--- src/rtl/bss_pkg.sv ---
// ----------------------------------------------------------------------------
// bss_pkg
// Shared widths, reset values and codes of the burst spray sequencer.
// ----------------------------------------------------------------------------
package bss_pkg;

  localparam int TIMER_W = 16;
  localparam int TIME_W  = 16;
  localparam int COUNT_W = 4;
  localparam int MODE_W  = 2;
  localparam int CFG_IDX_W  = 3;
  localparam int CFG_DATA_W = 16;

  localparam logic [TIME_W-1:0]  RUN1_RST    = TIME_W'(50);
  localparam logic [TIME_W-1:0]  GAP1_RST    = TIME_W'(0);
  localparam logic [TIME_W-1:0]  PERIOD1_RST = TIME_W'(3000);
  localparam logic [TIME_W-1:0]  RUN2_RST    = TIME_W'(30);
  localparam logic [TIME_W-1:0]  GAP2_RST    = TIME_W'(5);
  localparam logic [TIME_W-1:0]  PERIOD2_RST = TIME_W'(1800);
  localparam logic [COUNT_W-1:0] BURSTS_RST  = COUNT_W'(2);

  localparam logic [TIMER_W-1:0] TIMER_MAX = '1;

  typedef enum logic [MODE_W-1:0] {
    MODE_IDLE = 2'd0,
    MODE_ONE  = 2'd1,
    MODE_TWO  = 2'd2,
    MODE_RSVD = 2'd3
  } mode_t;

  typedef enum logic [CFG_IDX_W-1:0] {
    CFG_RUN1    = 3'd0,
    CFG_GAP1    = 3'd1,
    CFG_PERIOD1 = 3'd2,
    CFG_RUN2    = 3'd3,
    CFG_GAP2    = 3'd4,
    CFG_PERIOD2 = 3'd5,
    CFG_BURSTS  = 3'd6,
    CFG_NONE    = 3'd7
  } cfg_idx_t;

  typedef struct packed {
    logic                 motor_running;
    logic                 oneshot_active;
    logic                 oneshot_gap_wait;
    logic [COUNT_W-1:0]   oneshot_bursts;
    logic                 periodic_gap_wait;
    logic [COUNT_W-1:0]   periodic_bursts;
    logic                 period_elapsed;
    logic [TIMER_W-1:0]   periodic_timer;
    logic [TIMER_W-1:0]   oneshot_timer;
    logic [TIME_W-1:0]    oneshot_run_limit;
  } seq_state_t;

endpackage

--- src/rtl/burst_spray_sequencer_unit.sv ---
// ----------------------------------------------------------------------------
// burst_spray_sequencer_unit
// Spray motor sequencer: one control step per input beat, one result beat.
// ----------------------------------------------------------------------------
// Channel | Direction | Handshake          | Payload
// in      | input     | in_valid/in_stall  | tick power_on start_request
//         |           |                    | single_request mode
// out     | output    | out_valid/out_stall| motor_enable oneshot_busy in_gap
// cfg     | input     | cfg_valid/cfg_ready| cfg_index cfg_data
//
// A beat is accepted into an input register and is processed from there;
// its result beat is registered when the result register can move.
// One beat is accepted every cycle while in_stall is low; the step logic
// between the input and result registers updates the sequencer state at once.
// Reset clears the sequencer state and restores the register defaults.
// While a result is stalled, one further beat is held in the input register.
// ----------------------------------------------------------------------------
module burst_spray_sequencer_unit (
  input  logic                          clk,
  input  logic                          rst,
  input  logic                          in_valid,
  output logic                          in_stall,
  input  logic                          tick,
  input  logic                          power_on,
  input  logic                          start_request,
  input  logic                          single_request,
  input  logic [bss_pkg::MODE_W-1:0]    mode,
  output logic                          out_valid,
  input  logic                          out_stall,
  output logic                          motor_enable,
  output logic                          oneshot_busy,
  output logic                          in_gap,
  input  logic                          cfg_valid,
  output logic                          cfg_ready,
  input  logic [bss_pkg::CFG_IDX_W-1:0] cfg_index,
  input  logic [bss_pkg::CFG_DATA_W-1:0] cfg_data
);
  import bss_pkg::*;

  logic [TIME_W-1:0]  run_time_mode1, gap_time_mode1, period_time_mode1;
  logic [TIME_W-1:0]  run_time_mode2, gap_time_mode2, period_time_mode2;
  logic [COUNT_W-1:0] bursts_per_cycle;

  logic              s1_valid;
  logic              s1_tick, s1_power, s1_start, s1_single;
  logic [MODE_W-1:0] s1_mode;

  seq_state_t st, st_next;
  logic       advance;
  logic       in_accept;
  logic       gap_next;

  assign cfg_ready = 1'b1;
  assign advance   = !out_valid || !out_stall;
  assign in_stall  = s1_valid && !advance;
  assign in_accept = in_valid && !in_stall;

  always_ff @(posedge clk) begin
    if (rst) begin
      run_time_mode1    <= RUN1_RST;
      gap_time_mode1    <= GAP1_RST;
      period_time_mode1 <= PERIOD1_RST;
      run_time_mode2    <= RUN2_RST;
      gap_time_mode2    <= GAP2_RST;
      period_time_mode2 <= PERIOD2_RST;
      bursts_per_cycle  <= BURSTS_RST;
    end else if (cfg_valid && cfg_ready) begin
      case (cfg_idx_t'(cfg_index))
        CFG_RUN1:    run_time_mode1    <= cfg_data;
        CFG_GAP1:    gap_time_mode1    <= cfg_data;
        CFG_PERIOD1: period_time_mode1 <= cfg_data;
        CFG_RUN2:    run_time_mode2    <= cfg_data;
        CFG_GAP2:    gap_time_mode2    <= cfg_data;
        CFG_PERIOD2: period_time_mode2 <= cfg_data;
        CFG_BURSTS:  bursts_per_cycle  <= cfg_data[COUNT_W-1:0];
        default: begin
        end
      endcase
    end
  end

  always_ff @(posedge clk) begin
    if (rst) begin
      s1_valid <= 1'b0;
    end else if (in_accept) begin
      s1_valid <= 1'b1;
    end else if (advance) begin
      s1_valid <= 1'b0;
    end
  end

  always_ff @(posedge clk) begin
    if (in_accept) begin
      s1_tick   <= tick;
      s1_power  <= power_on;
      s1_start  <= start_request;
      s1_single <= single_request;
      s1_mode   <= mode;
    end
  end

  always_comb begin
    logic [TIME_W-1:0] run, gap, per;
    logic              seq_mode;
    st_next  = st;
    seq_mode = (mode_t'(s1_mode) == MODE_ONE) || (mode_t'(s1_mode) == MODE_TWO);
    run = (mode_t'(s1_mode) == MODE_ONE) ? run_time_mode1 : run_time_mode2;
    gap = (mode_t'(s1_mode) == MODE_ONE) ? gap_time_mode1 : gap_time_mode2;
    per = (mode_t'(s1_mode) == MODE_ONE) ? period_time_mode1 : period_time_mode2;

    if (s1_tick) begin
      if (st_next.periodic_timer != TIMER_MAX) begin
        st_next.periodic_timer = st_next.periodic_timer + TIMER_W'(1);
      end
      if (st_next.oneshot_timer != TIMER_MAX) begin
        st_next.oneshot_timer = st_next.oneshot_timer + TIMER_W'(1);
      end
    end

    if (!s1_power) begin
      st_next = '0;
    end else begin
      if (s1_single) begin
        st_next.oneshot_active = 1'b1;
        st_next.oneshot_timer  = '0;
      end
      if (seq_mode) begin
        if (s1_start) begin
          st_next.motor_running  = 1'b1;
          st_next.periodic_timer = '0;
        end
        if (st_next.oneshot_active) begin
          if (!st_next.motor_running && !st_next.oneshot_gap_wait) begin
            st_next.motor_running = 1'b1;
          end
          if (st_next.oneshot_timer >= st_next.oneshot_run_limit) begin
            st_next.oneshot_timer = '0;
            if (gap != '0) begin
              st_next.oneshot_gap_wait = 1'b1;
              st_next.oneshot_bursts   = st_next.oneshot_bursts + COUNT_W'(1);
              if (st_next.oneshot_bursts >= bursts_per_cycle) begin
                st_next.oneshot_bursts   = '0;
                st_next.oneshot_gap_wait = 1'b0;
                st_next.oneshot_active   = 1'b0;
              end
            end else begin
              st_next.oneshot_gap_wait = 1'b0;
              st_next.oneshot_active   = 1'b0;
            end
            if (st_next.period_elapsed) begin
              st_next.periodic_timer = '0;
              st_next.period_elapsed = 1'b0;
            end
            st_next.motor_running = 1'b0;
          end else if (st_next.oneshot_gap_wait && (st_next.oneshot_timer >= gap)) begin
            st_next.oneshot_timer    = '0;
            st_next.oneshot_gap_wait = 1'b0;
            st_next.motor_running    = 1'b1;
          end
        end else begin
          if (st_next.motor_running) begin
            st_next.oneshot_run_limit = run;
            if (st_next.periodic_timer >= run) begin
              st_next.periodic_timer = '0;
              if (gap != '0) begin
                st_next.periodic_bursts = st_next.periodic_bursts + COUNT_W'(1);
                if (st_next.periodic_bursts >= bursts_per_cycle) begin
                  st_next.periodic_bursts   = '0;
                  st_next.periodic_gap_wait = 1'b0;
                end else begin
                  st_next.periodic_gap_wait = 1'b1;
                end
              end else begin
                st_next.periodic_gap_wait = 1'b0;
              end
              st_next.motor_running = 1'b0;
            end
          end else if (st_next.periodic_gap_wait) begin
            if (st_next.periodic_timer >= gap) begin
              st_next.periodic_timer    = '0;
              st_next.periodic_gap_wait = 1'b0;
              st_next.period_elapsed    = 1'b1;
              st_next.motor_running     = 1'b1;
            end
          end else if (st_next.periodic_timer >= per) begin
            st_next.periodic_timer = '0;
            st_next.period_elapsed = 1'b1;
            st_next.motor_running  = 1'b1;
          end
        end
      end
    end
    gap_next = st_next.oneshot_active ? st_next.oneshot_gap_wait
                                      : st_next.periodic_gap_wait;
  end

  always_ff @(posedge clk) begin
    if (rst) begin
      st <= '0;
    end else if (s1_valid && advance) begin
      st <= st_next;
    end
  end

  always_ff @(posedge clk) begin
    if (rst) begin
      out_valid <= 1'b0;
    end else if (advance) begin
      out_valid <= s1_valid;
    end
  end

  always_ff @(posedge clk) begin
    if (s1_valid && advance) begin
      motor_enable <= st_next.motor_running;
      oneshot_busy <= st_next.oneshot_active;
      in_gap       <= gap_next;
    end
  end

endmodule

--- config.mk ---
export PLATFORM = sky130hd
export DESIGN_NAME = burst_spray_sequencer_unit
export DESIGN_NICKNAME = d
export VERILOG_FILES = /design/src/rtl/bss_pkg.sv /design/src/rtl/burst_spray_sequencer_unit.sv
export SDC_FILE = /design/constraint.sdc
export NUM_CORES = 1
export LEC_CHECK = 0
export BUFFER_PORTS_ARGS = -buffer_cell sky130_fd_sc_hd__buf_2
export CORE_MARGIN = 1.5
export CORE_UTILIZATION = 60
export DETAILED_ROUTE_END_ITERATION = 10
export PLACE_DENSITY_LB_ADDON = 0.2
export SETUP_SLACK_MARGIN = 0.02
export SLEW_MARGIN = 20
export SYNTH_ARGS = -nofsm -noshare
export SYNTH_HDL_FRONTEND = slang
export SYNTH_SLANG_ARGS = --single-unit
--- constraint.sdc ---
create_clock -name clk -period 8 [get_ports clk]
set_input_delay 0 -clock clk [delete_from_list [all_inputs] [get_ports clk]]
set_output_delay 0 -clock clk [all_outputs]
set_load 0.01 [all_outputs]
Yosys cells after proc, flatten, opt, wreduce, memory -nomap -nowiden
Cells that the tools add are included.
- divide/modulo/power cells: 0
- equality and inequality tests: 21
- reduce and logical (&&, ||, !) cells: 27
- add/sub/neg operators: 4
- shift-type cells: 0
- magnitude comparators: 7
- multipliers: 0
- bitwise gates (word level): 0
- mux-type cells: 62
- operators with widths (operator ; number):
    $mux W16 ; 18
    $mux W61 ; 2
    $mux W17 ; 5
    $ge A16 B16 Y1 ; 5
    $add A16 B1 Y16 const B ; 2
    $mux W32 ; 1
    $ne A16 B16 Y1 const B ; 2
    $mux W1 ; 26
    $mux W4 ; 5
    $reduce_bool A16 Y1 ; 1
    $reduce_and A2 Y1 ; 7
    $mux W6 ; 2
    $ne A2 B1 Y1 const B ; 6
    $reduce_and A6 Y1 ; 2
    $mux W5 ; 2
    $eq A3 B3 Y1 const B ; 3
    $add A4 B1 Y4 const B ; 2
    $ge A4 B4 Y1 ; 2
    $eq A3 B2 Y1 const B ; 2
    $logic_not A1 Y1 ; 6
    $ne A3 B3 Y1 const B ; 2
    $logic_and A1 B1 Y1 ; 5
    $reduce_and A5 Y1 ; 1
    $ne A4 B1 Y1 const B ; 1
    10 further kinds ; 11
- bits in latches: 0
- memories kept: 0
- input bits: 30
- memory bits (writable): 0
- memory bits (read-only): 0
- logic and storage cells: 148
- bits in registers: 172

Longest topological paths before layout
Gate-level depths: netlist (run 1).
- word-level depth: 14
- mapped depth: 18
- depth with buffers taken out: 16

Worst setup path after synthesis (run 1)
No wires, ideal clock.
- path kind: register -> register
- start: reg s1_mode[1]
- end: reg st[34] in the netlist's numbering
- data required time: 7942 ps
- arrival time: 4098 ps
- clock period less this slack: 4156 ps
- setup slack: 3844 ps
- stages on the path, launching flop included: 18
- library setup time: 58 ps
- cells stage by stage: edfxtp_1 -> inv_1 -> ha_1 -> buf_2 -> buf_2 -> buf_1 -> buf_1 -> mux2i_1 -> ha_1 -> and3_1 -> o21ai_0 -> o41ai_1 -> a2111o_1 -> a311o_1 -> o2bb2a_4 -> buf_6 -> nor2_2 -> o22a_1
- cells in the longest elaborated chain, start to end: 9
- elaborated cells between the ends (all ways): 17
- ends and longest elaborated chain (element ; line ; text):
    start: declaration ; burst_spray_sequencer_unit.sv:46 ; logic [MODE_W-1:0] s1_mode;
    start signal: assignment ; burst_spray_sequencer_unit.sv:98 ; s1_mode <= mode;
    $eq A2 B1 Y1 ; -- ;
    $mux W16 (on tied branches) ; burst_spray_sequencer_unit.sv:109, burst_spray_sequencer_unit.sv:108 ;
    $ge A16 B16 Y1 (on tied branches) ; burst_spray_sequencer_unit.sv:185, burst_spray_sequencer_unit.sv:179 ;
    $mux W17 (on tied branches) ; burst_spray_sequencer_unit.sv:185, burst_spray_sequencer_unit.sv:179 ;
    $mux W17 ; burst_spray_sequencer_unit.sv:178 ; end else if (st_next.periodic_gap_wait) begin
    $mux W16 ; burst_spray_sequencer_unit.sv:161 ; if (st_next.motor_running) begin
    $mux W17 ; burst_spray_sequencer_unit.sv:132 ; if (st_next.oneshot_active) begin
    $mux W61 * ; burst_spray_sequencer_unit.sv:127 ; if (seq_mode) begin
    $mux W61 * ; burst_spray_sequencer_unit.sv:120 ; if (!s1_power) begin
    end signal: assignment ; burst_spray_sequencer_unit.sv:201 ; st <= st_next;
    end: declaration ; burst_spray_sequencer_unit.sv:48 ; seq_state_t st, st_next;
Mark *: on every way between the ends. The rest lies on a longest branch, timed or not. The select of a mux whose other input is x is not followed.
A chain may end at the register's enable or synchronous reset.

Worst setup path in the final report (run 1)
- start: reg st[22] in the netlist's numbering
- end: reg st[22] in the netlist's numbering
- cells in the longest elaborated chain, start to end: 12
- elaborated cells between the ends (all ways): 14
- ends and longest elaborated chain (element ; line ; text):
    $add A16 B1 Y16 or $ne A16 B16 Y1 (tied branches) ; burst_spray_sequencer_unit.sv:116, burst_spray_sequencer_unit.sv:115 ;
    $mux W16 ; burst_spray_sequencer_unit.sv:115 ; if (st_next.oneshot_timer != TIMER_MAX) begin
    $mux W32 * ; burst_spray_sequencer_unit.sv:111 ; if (s1_tick) begin
    $mux W16 * ; burst_spray_sequencer_unit.sv:123 ; if (s1_single) begin
    $mux W16 * ; burst_spray_sequencer_unit.sv:120 ;
    $ge A16 B16 Y1 ; burst_spray_sequencer_unit.sv:155 ; end else if (st_next.oneshot_gap_wait && (st_next.oneshot_timer >= gap)) begin
    $logic_and A1 B1 Y1 ; burst_spray_sequencer_unit.sv:155 ;
    $mux W16 ; burst_spray_sequencer_unit.sv:155 ;
    $mux W16 ; burst_spray_sequencer_unit.sv:136 ; if (st_next.oneshot_timer >= st_next.oneshot_run_limit) begin
    $mux W16 ; burst_spray_sequencer_unit.sv:132 ;
    $mux W61 * ; burst_spray_sequencer_unit.sv:127 ;
    $mux W61 * ; burst_spray_sequencer_unit.sv:120 ;
Marks and branches as above.

==> metrics.csv, run 1 <==
metric,value,unit
largest net degree at the start of global routing,96,
vias in the first global route,8604,
Max Clock Freq,213.9,MHz
Post-synth top cells,"265 x nand2_1, 163 x dfxtp_1, 148 x a21oi_1",
IO buf count,34,
CTS tree,done,
WP data arrival,5060,ps
Worst VDD drop,0.1629,mV
Power Density,170.7,nW/um^2
die width,132.8,um
CP Capture Point,st[22],
Starting Density,0.6113,
post-synth top area cell,dfxtp_1,
Routed Antenna Nets,0,
critical path type,reg -> reg,
RD Place Congestion,0.9162,
Nets,1396,
FF-to-FF End,st[22],
"top cells by area, synth","dfxtp_1 32%, ha_1 12%, nand2_1 9.8%",
status,"finished, final reports clean",
Ant. Diodes,0,
CP Max Fanout,9,
WL per Instance,18.76,um
grt ovf,0,
Most used DFF post-synth,dfxtp_1,
Unique masters post-synth,78,
PostCTS Resize Cnt,0,
slew of the pin with the lowest slew margin,1089,ps
I/O pin count,36,
Syn Area/Cell,8.055,sq um
Cell Rows,47,
postcts setup bufs,0,
P&R area growth vs syn,10.47,%
synthesized cell area,10100,sq um
Tmin final,4675,ps
Worst-Skew Late Latency,440,ps
"FF+latch count, synth",172,
core area,16520,sq um
RSZ-0062 raised after global routing,false,
CTS HTree Levels,4,
post-synthesis sequential area ratio,0.3498,
clock slew at reported path FFs,70,ps
drt pass-1 iters,6,
most frequent cell after synthesis,nand2_1,
Die Y,132.8,um
final setup TNS,0,ps
Final Max Tran Viols,0,
Setup Skew,8.663,ps
CTS Buf Count,17,
initial antenna violation count,0,
Max Cap Violations,0,
Leakage Power,0.004452,uW
synth warn,0,
"Async S/R FF share, synth",0,
"reg-to-reg slack, setup",3330,ps
Die Area,17620,sq um
clk sinks,172,
Syn Inst Count,1254,
Final Cycle Share,0.5844,
Slew headroom,0.2725,
R2R depth,15,
share of cells above drive strength 1,0.07854,
Via density,6.218,
Routed WL,28.25,mm
root buffer cell,clkbuf_16,
final hold viol count,0,
Startpoint Class,register,
Tightest Hold Check Type,in -> reg,
first-pass GRT wire length,44.93,mm
Initial DRC Count,805,
Worst Setup SP,st[22],
Tot Pwr,1905,uW
Tot GR Track Use,0.3236,
# DRC,0,
Worst Path Required,8390,ps
area share of the largest cell type after synthesis,0.3231,
hpwl dp,19.63,mm
CTS Hold Bufs,24,
routed vias,9364,
critical path endpoint category,register,
Synth Net Count,1377,
Setup Viol. Count Final,0,
FF-to-FF Start,st[22],
"EDFF count, synth",9,
CTS Buffer Depth,2,
[registers in the layout, summed over array words and instances (netlist names), 2 cells and up]
| register | count |
|---|---|
| st | 61 |
| gap_time_mode1 | 16 |
| gap_time_mode2 | 16 |
| period_time_mode1 | 16 |
| period_time_mode2 | 16 |
| run_time_mode1 | 16 |
| run_time_mode2 | 16 |
| bursts_per_cycle | 4 |
| s1_mode | 2 |
[critical path, stage by stage, from the launching register on]
cell and delay (ps):
dfxtp_1 460, and3_1 280, and3_1 200, nand4_1 130, nor3_1 390, a31oi_1 150, a311oi_1 530, ha_1 350
nand4_1 140, nor3_1 70, or3_1 320, a211oi_2 480, nand2b_1 430, o2111ai_2 320, nor3b_1 280, a21o_1 100
[cell type report]
class | count | area, sq um
fillers | 1360 | 5366
clock buffers | 20 | 446.7
repair buffers | 66 | 473.0
inverters | 34 | 127.6
well taps | 220 | 275.3
multi-input cells | 982 | 6183
flip-flops and latches | 172 | 3533
clock inverters | 12 | 118.9
[cells in the final DEF (no fill, tap or decap), drive strengths merged, types with 20 or more instances in the layout]
master and instances:
nor2 82, nand4 20, ha 93, clkbuf 20, buf 42, inv 42, a21o 21, dfxtp 163
nand2 265, nor3 34, nand3 27, dlygate4sd3 24, mux2i 52, nand3b 21, a21oi 151, o21ai 32
nand2b 20
[logic make-up after synthesis]
logic type | share of synthesized area
mux | 0.05487
simple gates | 0.2389
compound gates | 0.1856
buf+inv | 0.03877
flops | 0.3498
xor+xnor | 0.01647
fa+ha+maj | 0.1152
other cells | 0.0003713
[power breakdown]
part	leakage, uW	internal, uW	switching, uW
sequential	0.00141	881	14.2
combinational	0.00277	70.4	129
clock	0.000277	421	388
[worst min-delay path by stage]
| stage | from | endpoint | slack [ps] | depth (start not counted) |
|---|---|---|---|---|
| final | rst | st[12] | 50 | 2 |
| after global placement | single_request | s1_single | 180 | 1 |
| after floorplan | mode[0] | s1_mode[0] | 100 | 0 |
| after detailed placement | power_on | s1_power | 180 | 1 |
| after CTS | rst | st[12] | 30 | 2 |
| after global routing | rst | st[10] | 50 | 2 |
[routing by layer]
metal  GRT usage  wire length (um)  vias to the layer above
li1            -                 -                     4492
met3     0.04751              2416                       73
met2      0.5041             12720                      449
met5           0                 0                        -
met4      0.1331               937                        0
met1      0.4511             12180                     4350
[through the flow]
stage               instance area (sq um)  hold WS [ps]  instances  utilization  worst slack, ps
floorplan                           10100         98.87       1254            -             3844
global placement                    10350         176.9       1450       0.6263             3597
detailed placement                  10350         181.1       1450       0.6263             3416
CTS                                 11160         25.75       1506       0.6751             3374
global route                        11160         52.45       1506       0.6752             2919
finish                              11160         50.71       1506       0.6752             3325
No activity file was read; power rests on OpenSTA's default activity.
==> run 2, diff against run 1 <==
- clock period: 8 -> 4.7 ns (I/O delays scaled with it)
==> run 2 against run 1 <==
Total power increased by 73%. Sequential power increased by 71%. Die area unchanged. Sequential share of layout area decreased by 0.53 points. Hold slack improved by 33 ps. Maximum frequency increased by 6.7%. Non-clock buffer count increased by 20. Combinational power increased by 73%. Sequential cell count unchanged. Register-to-register slack got worse by 3000 ps. Clock power increased by 75%. Final cell count increased by 1.2%. Critical endpoint is now st[32]. Largest cell class unchanged. Highest routed layer unchanged.
==> metrics.csv, run 2 (synthesis results as in run 1) <==
metric,value,unit
routed vias,9464,
RD Place Congestion,0.9633,
"most common cell after layout, fill and taps aside",nand2_1,
drt pass-1 iters,6,
Setup Skew,17.40,ps
IO buf count,34,
# DRC,0,
"reg-to-reg slack, setup",320,ps
CTS tree,done,
clock slew at reported path FFs,70,ps
Nets,1416,
worst hold path stage count,2,
Setup Viol. Count Final,0,
Tmin final,4380,ps
RSZ-0062 raised after global routing,false,
Worst VDD drop,0.2713,mV
P&R area growth vs syn,12.35,%
Die Area,17620,sq um
Final Core Density,0.6868,
die width,132.8,um
clk sinks,172,
Final Cycle Share,0.9318,
"commonest cells after routing, fill and taps aside","265 x nand2_1, 163 x dfxtp_1, 148 x a21oi_1",
post-layout instance area,11350,sq um
Leakage Power,0.004566,uW
area post-placement,10510,sq um
grt ovf,0,
Cell Rows,47,
FF-to-FF End,st[32],
Startpoint Class,register,
final setup TNS,0,ps
largest net degree at the start of global routing,75,
Tot Pwr,3289,uW
Ant. Diodes,0,
Initial DRC Count,888,
status,"finished, final reports clean",
Final Non-Filler Cells,1524,
CTS Buffer Depth,2,
Slew headroom,0.4617,
Worst-Skew Late Latency,440,ps
initial antenna violation count,0,
postcts setup bufs,0,
Via density,6.210,
vias in the first global route,8775,
Die Y,132.8,um
Tightest Hold Check Type,in -> reg,
hpwl dp,20.10,mm
Worst Path Required,5080,ps
R2R depth,16,
Routed Antenna Nets,0,
slew of the pin with the lowest slew margin,807.4,ps
Final Max Tran Viols,0,
WL per Instance,18.83,um
FF-to-FF Start,st[32],
Starting Density,0.6113,
Worst Min Path Start,rst,
critical path endpoint category,register,
root buffer cell,clkbuf_16,
CTS HTree Levels,4,
core area,16520,sq um
critical path type,reg -> reg,
first-pass GRT wire length,45.85,mm
Biggest register,st,
hold-critical path endpoint,out_valid,
CP Max Fanout,12,
Tot GR Track Use,0.3314,
I/O pin count,36,
Power Density,289.8,nW/um^2
Max Cap Violations,0,
Largest register FFs,61,
Max Clock Freq,228.3,MHz
Routed WL,28.70,mm
final hold viol count,0,
cell count after placement,1470,
share of cells above drive strength 1,0.09433,
WP data arrival,4760,ps
CTS Buf Count,17,
run 2: changes by cell type in the layout (fill, tap and decap cells not counted), sizes merged:
| cell | before | now |
|---|---|---|
| buf | 42 | 62 |
| bufinv | 0 | 1 |
| clkbuf | 20 | 19 |
| clkinv | 3 | 2 |
| inv | 42 | 41 |
run 2: through the flow:
stage               hold WS (ps)  worst slack [ps]
finish                     83.35             320.5
global placement           177.1             453.9
global route               114.7             33.70
detailed placement         178.3             340.7
CTS                        85.33             269.5
floorplan                  98.87             543.5
run 2: layout make-up:
cell class	count	area (sq um)
Clock buffer	19	454.2
Clock inverter	11	121.4
Fill cell	1351	5176
Inverter	34	127.6
Multi-Input combinational cell	982	6201
Sequential cell	172	3533
Tap cell	220	275.3
Timing Repair Buffer	86	635.6
run 2: worst max-delay path by stage:
stage | startpoint | to | slack (ps) | depth (start not counted)
after global placement | st[22] | st[22] | 450 | 16
final | st[32] | st[32] | 320 | 16
after detailed placement | st[22] | st[22] | 340 | 15
after global routing | st[22] | st[22] | 30 | 15
after floorplan | s1_mode[1] | st[34] | 540 | 17
after CTS | st[22] | st[22] | 270 | 16
run 2: report_power, final:
part	switching [uW]	internal, uW
Sequential	25.9	1500
Combinational	219	126
Clock	643	774
run 2: repair_timing:
action | in CTS | in global routing
hold buffers | 24 | 0
endpoints found under the hold margin | 107 | 0
setup endpoints to repair | 0 | 24
resized for setup | 0 | 3
run 2: layer usage:
layer,vias to the layer above,part of all wire,track usage
met5,-,0,0
met4,0,0.035,0.1325
met2,391,0.46,0.5422
met1,4478,0.44,0.4391
met3,66,0.068,0.05326
li1,4529,-,-
run 2: critical path, stage by stage (launching register included):
cell,delay (ps)
dfxtp_1,440
ha_1,250
and2_1,180
nand4_1,150
nor2_1,210
nor2_1,80
a31oi_1,330
nor2b_1,510
ha_1,340
nand2_1,60
o21ai_0,120
a21o_1,180
a2111o_1,480
a311o_1,430
o2bb2a_4,310
nor3_1,150
a211o_1,120
==> run 3, diff against run 2 <==
- RECOVER_POWER: unset -> 100
==> run 3 against run 2 <==
The run now ends with capacitance limit, slew limit left. Cell area fell by 0.39%. Wire length grew 0.18%. Highest routed layer unchanged. Sequential power is essentially flat. Largest power group unchanged. Critical path type unchanged. Sequential cell count stayed put. Via count is essentially flat. Clock skew is 1.4 ps higher. Clock power about the same.
==> metrics.csv, run 3 (synthesis results as in run 1) <==
metric,value,unit
met3 usage,0.05326,
root buffer cell,clkbuf_16,
Worst Min Path Start,cfg_index[2],
Final Max Tran Viols,75,
fill cell count,1365,
Final WS setup,298.9,ps
Tightest Hold Check Type,in -> reg,
grt ovf,0,
RSZ-0062 raised after global routing,false,
slew of the pin with the lowest slew margin,3230,ps
Worst-Skew Late Latency,440,ps
"reg-to-reg slack, setup",300,ps
hpwl dp,20.10,mm
Ant. Diodes,0,
Slew headroom,-1.154,
Setup Skew,18.76,ps
Tmin final,4401,ps
CTS HTree Levels,4,
Via density,6.211,
M2 GR Usage,0.5422,
Power Density,290.5,nW/um^2
Worst Path Required,5080,ps
final hold viol count,0,
Routed WL,28.75,mm
Die Y,132.8,um
critical path cell sequence,"ha_1, and2_0, nand4_1, nor2_1, nor2_1, a31oi_1, nor2b_1, ha_1, nand2_1, o21ai_0, a21o_1, a2111o_1, a311o_1, o2bb2a_4, nor2_1, o22a_1",
RD Place Congestion,0.9633,
Worst VDD drop,0.2730,mV
Max Clock Freq,227.2,MHz
clock slew at reported path FFs,70,ps
Routed Antenna Nets,0,
routed vias,9466,
Largest register FFs,61,
postcts setup bufs,0,
initial antenna violation count,0,
critical path type,reg -> reg,
CP Max Fanout,12,
IO buf count,34,
gr busiest metal,met2,
I/O pin count,36,
Starting Density,0.6113,
clk sinks,172,
Setup Viol. Count Final,0,
Biggest register,st,
vias in the first global route,8775,
Nets,1416,
status,finished with violations,
Die Area,17620,sq um
M1 GR Usage,0.4391,
FF-to-FF Start,st[32],
Startpoint Class,register,
failing checks,"capacitance limit, slew limit",
CP max stage delay,500,ps
Tot GR Track Use,0.3314,
# DRC,0,
Cell Rows,47,
CTS tree,done,
"commonest cells after routing, fill and taps aside","265 x nand2_1, 163 x dfxtp_1, 151 x a21oi_1",
share of cells above drive strength 1,0.08129,
Leakage Power,0.004524,uW
P&R area growth vs syn,11.92,%
pre-CTS WS,340.7,ps
CTS Buffer Depth,2,
WL per Instance,18.86,um
largest net degree at the start of global routing,75,
core area,16520,sq um
Final Core Density,0.6841,
CTS Buf Count,17,
CP max-delay cell,nor2b_1,
Max Cap Violations,1,
Final Cycle Share,0.9364,
"most common cell after layout, fill and taps aside",nand2_1,
final setup TNS,0,ps
drt pass-1 iters,6,
"most used cell, CP",nor2_1,
WP data arrival,4780,ps
Initial DRC Count,845,
Worst Setup SP,st[32],
first-pass GRT wire length,45.85,mm
die width,132.8,um
critical path endpoint category,register,
## run 3: report_power, final
part           internal, uW  total, uW  switching, uW
clock                   774       1420            641
combinational           124        343            219
sequential             1500       1530           26.1
total                  2400       3280            886
## run 3: layer usage
metal | vias up | routed length (um)
met5 | - | 0
met4 | 0 | 915
met3 | 61 | 2110
met2 | 390 | 13410
met1 | 4475 | 12310
li1 | 4540 | -
## run 3: per-stage QoR
step | area (sq um) | hold slack (ps) | power [uW] | instances
after floorplan | 10100 | 98.87 | 1768 | 1254
after global placement | 10510 | 177.1 | 1871 | 1470
after detailed placement | 10510 | 178.3 | 1877 | 1470
after CTS | 11330 | 85.33 | 3281 | 1524
after global routing | 11300 | 177.0 | 3375 | 1524
final | 11300 | 133.7 | 3284 | 1524
## run 3: final cells by class
| cell class | instances | area (sq um) | share of cell area |
|---|---|---|---|
| multi-input cells | 982 | 6185 | 0.5471 |
| clock inverters | 11 | 121.4 | 0.01074 |
| well taps | 220 | 275.3 | 0.02435 |
| clock buffers | 19 | 454.2 | 0.04018 |
| inverters | 34 | 127.6 | 0.01129 |
| repair buffers | 86 | 608.1 | 0.05379 |
| flip-flops and latches | 172 | 3533 | 0.3126 |
## run 3: critical path, delay by kind of cell (launching register included)
family | cells | cell delay (ps)
adder cells (fa/ha/maj) | 2 | 590
AND/OR/NAND/NOR | 7 | 1330
flip-flops | 1 | 440
AO/OA/AOI/OAI | 7 | 1990
## run 3: repair_timing
action	4_1_cts	5_1_grt
gates resized for setup	0	3
endpoints found under the setup margin	0	24
hold endpoints to repair	107	0
hold buffers	24	0
## run 3: path summary, 6_finish.rpt
check / depth (start not counted) / end
setup / recovery: 16 / st[46]
hold / removal: 5 / period_time_mode2[5]
setup reg to reg: 16 / st[46]
hold reg to reg: 2 / run_time_mode1[2]
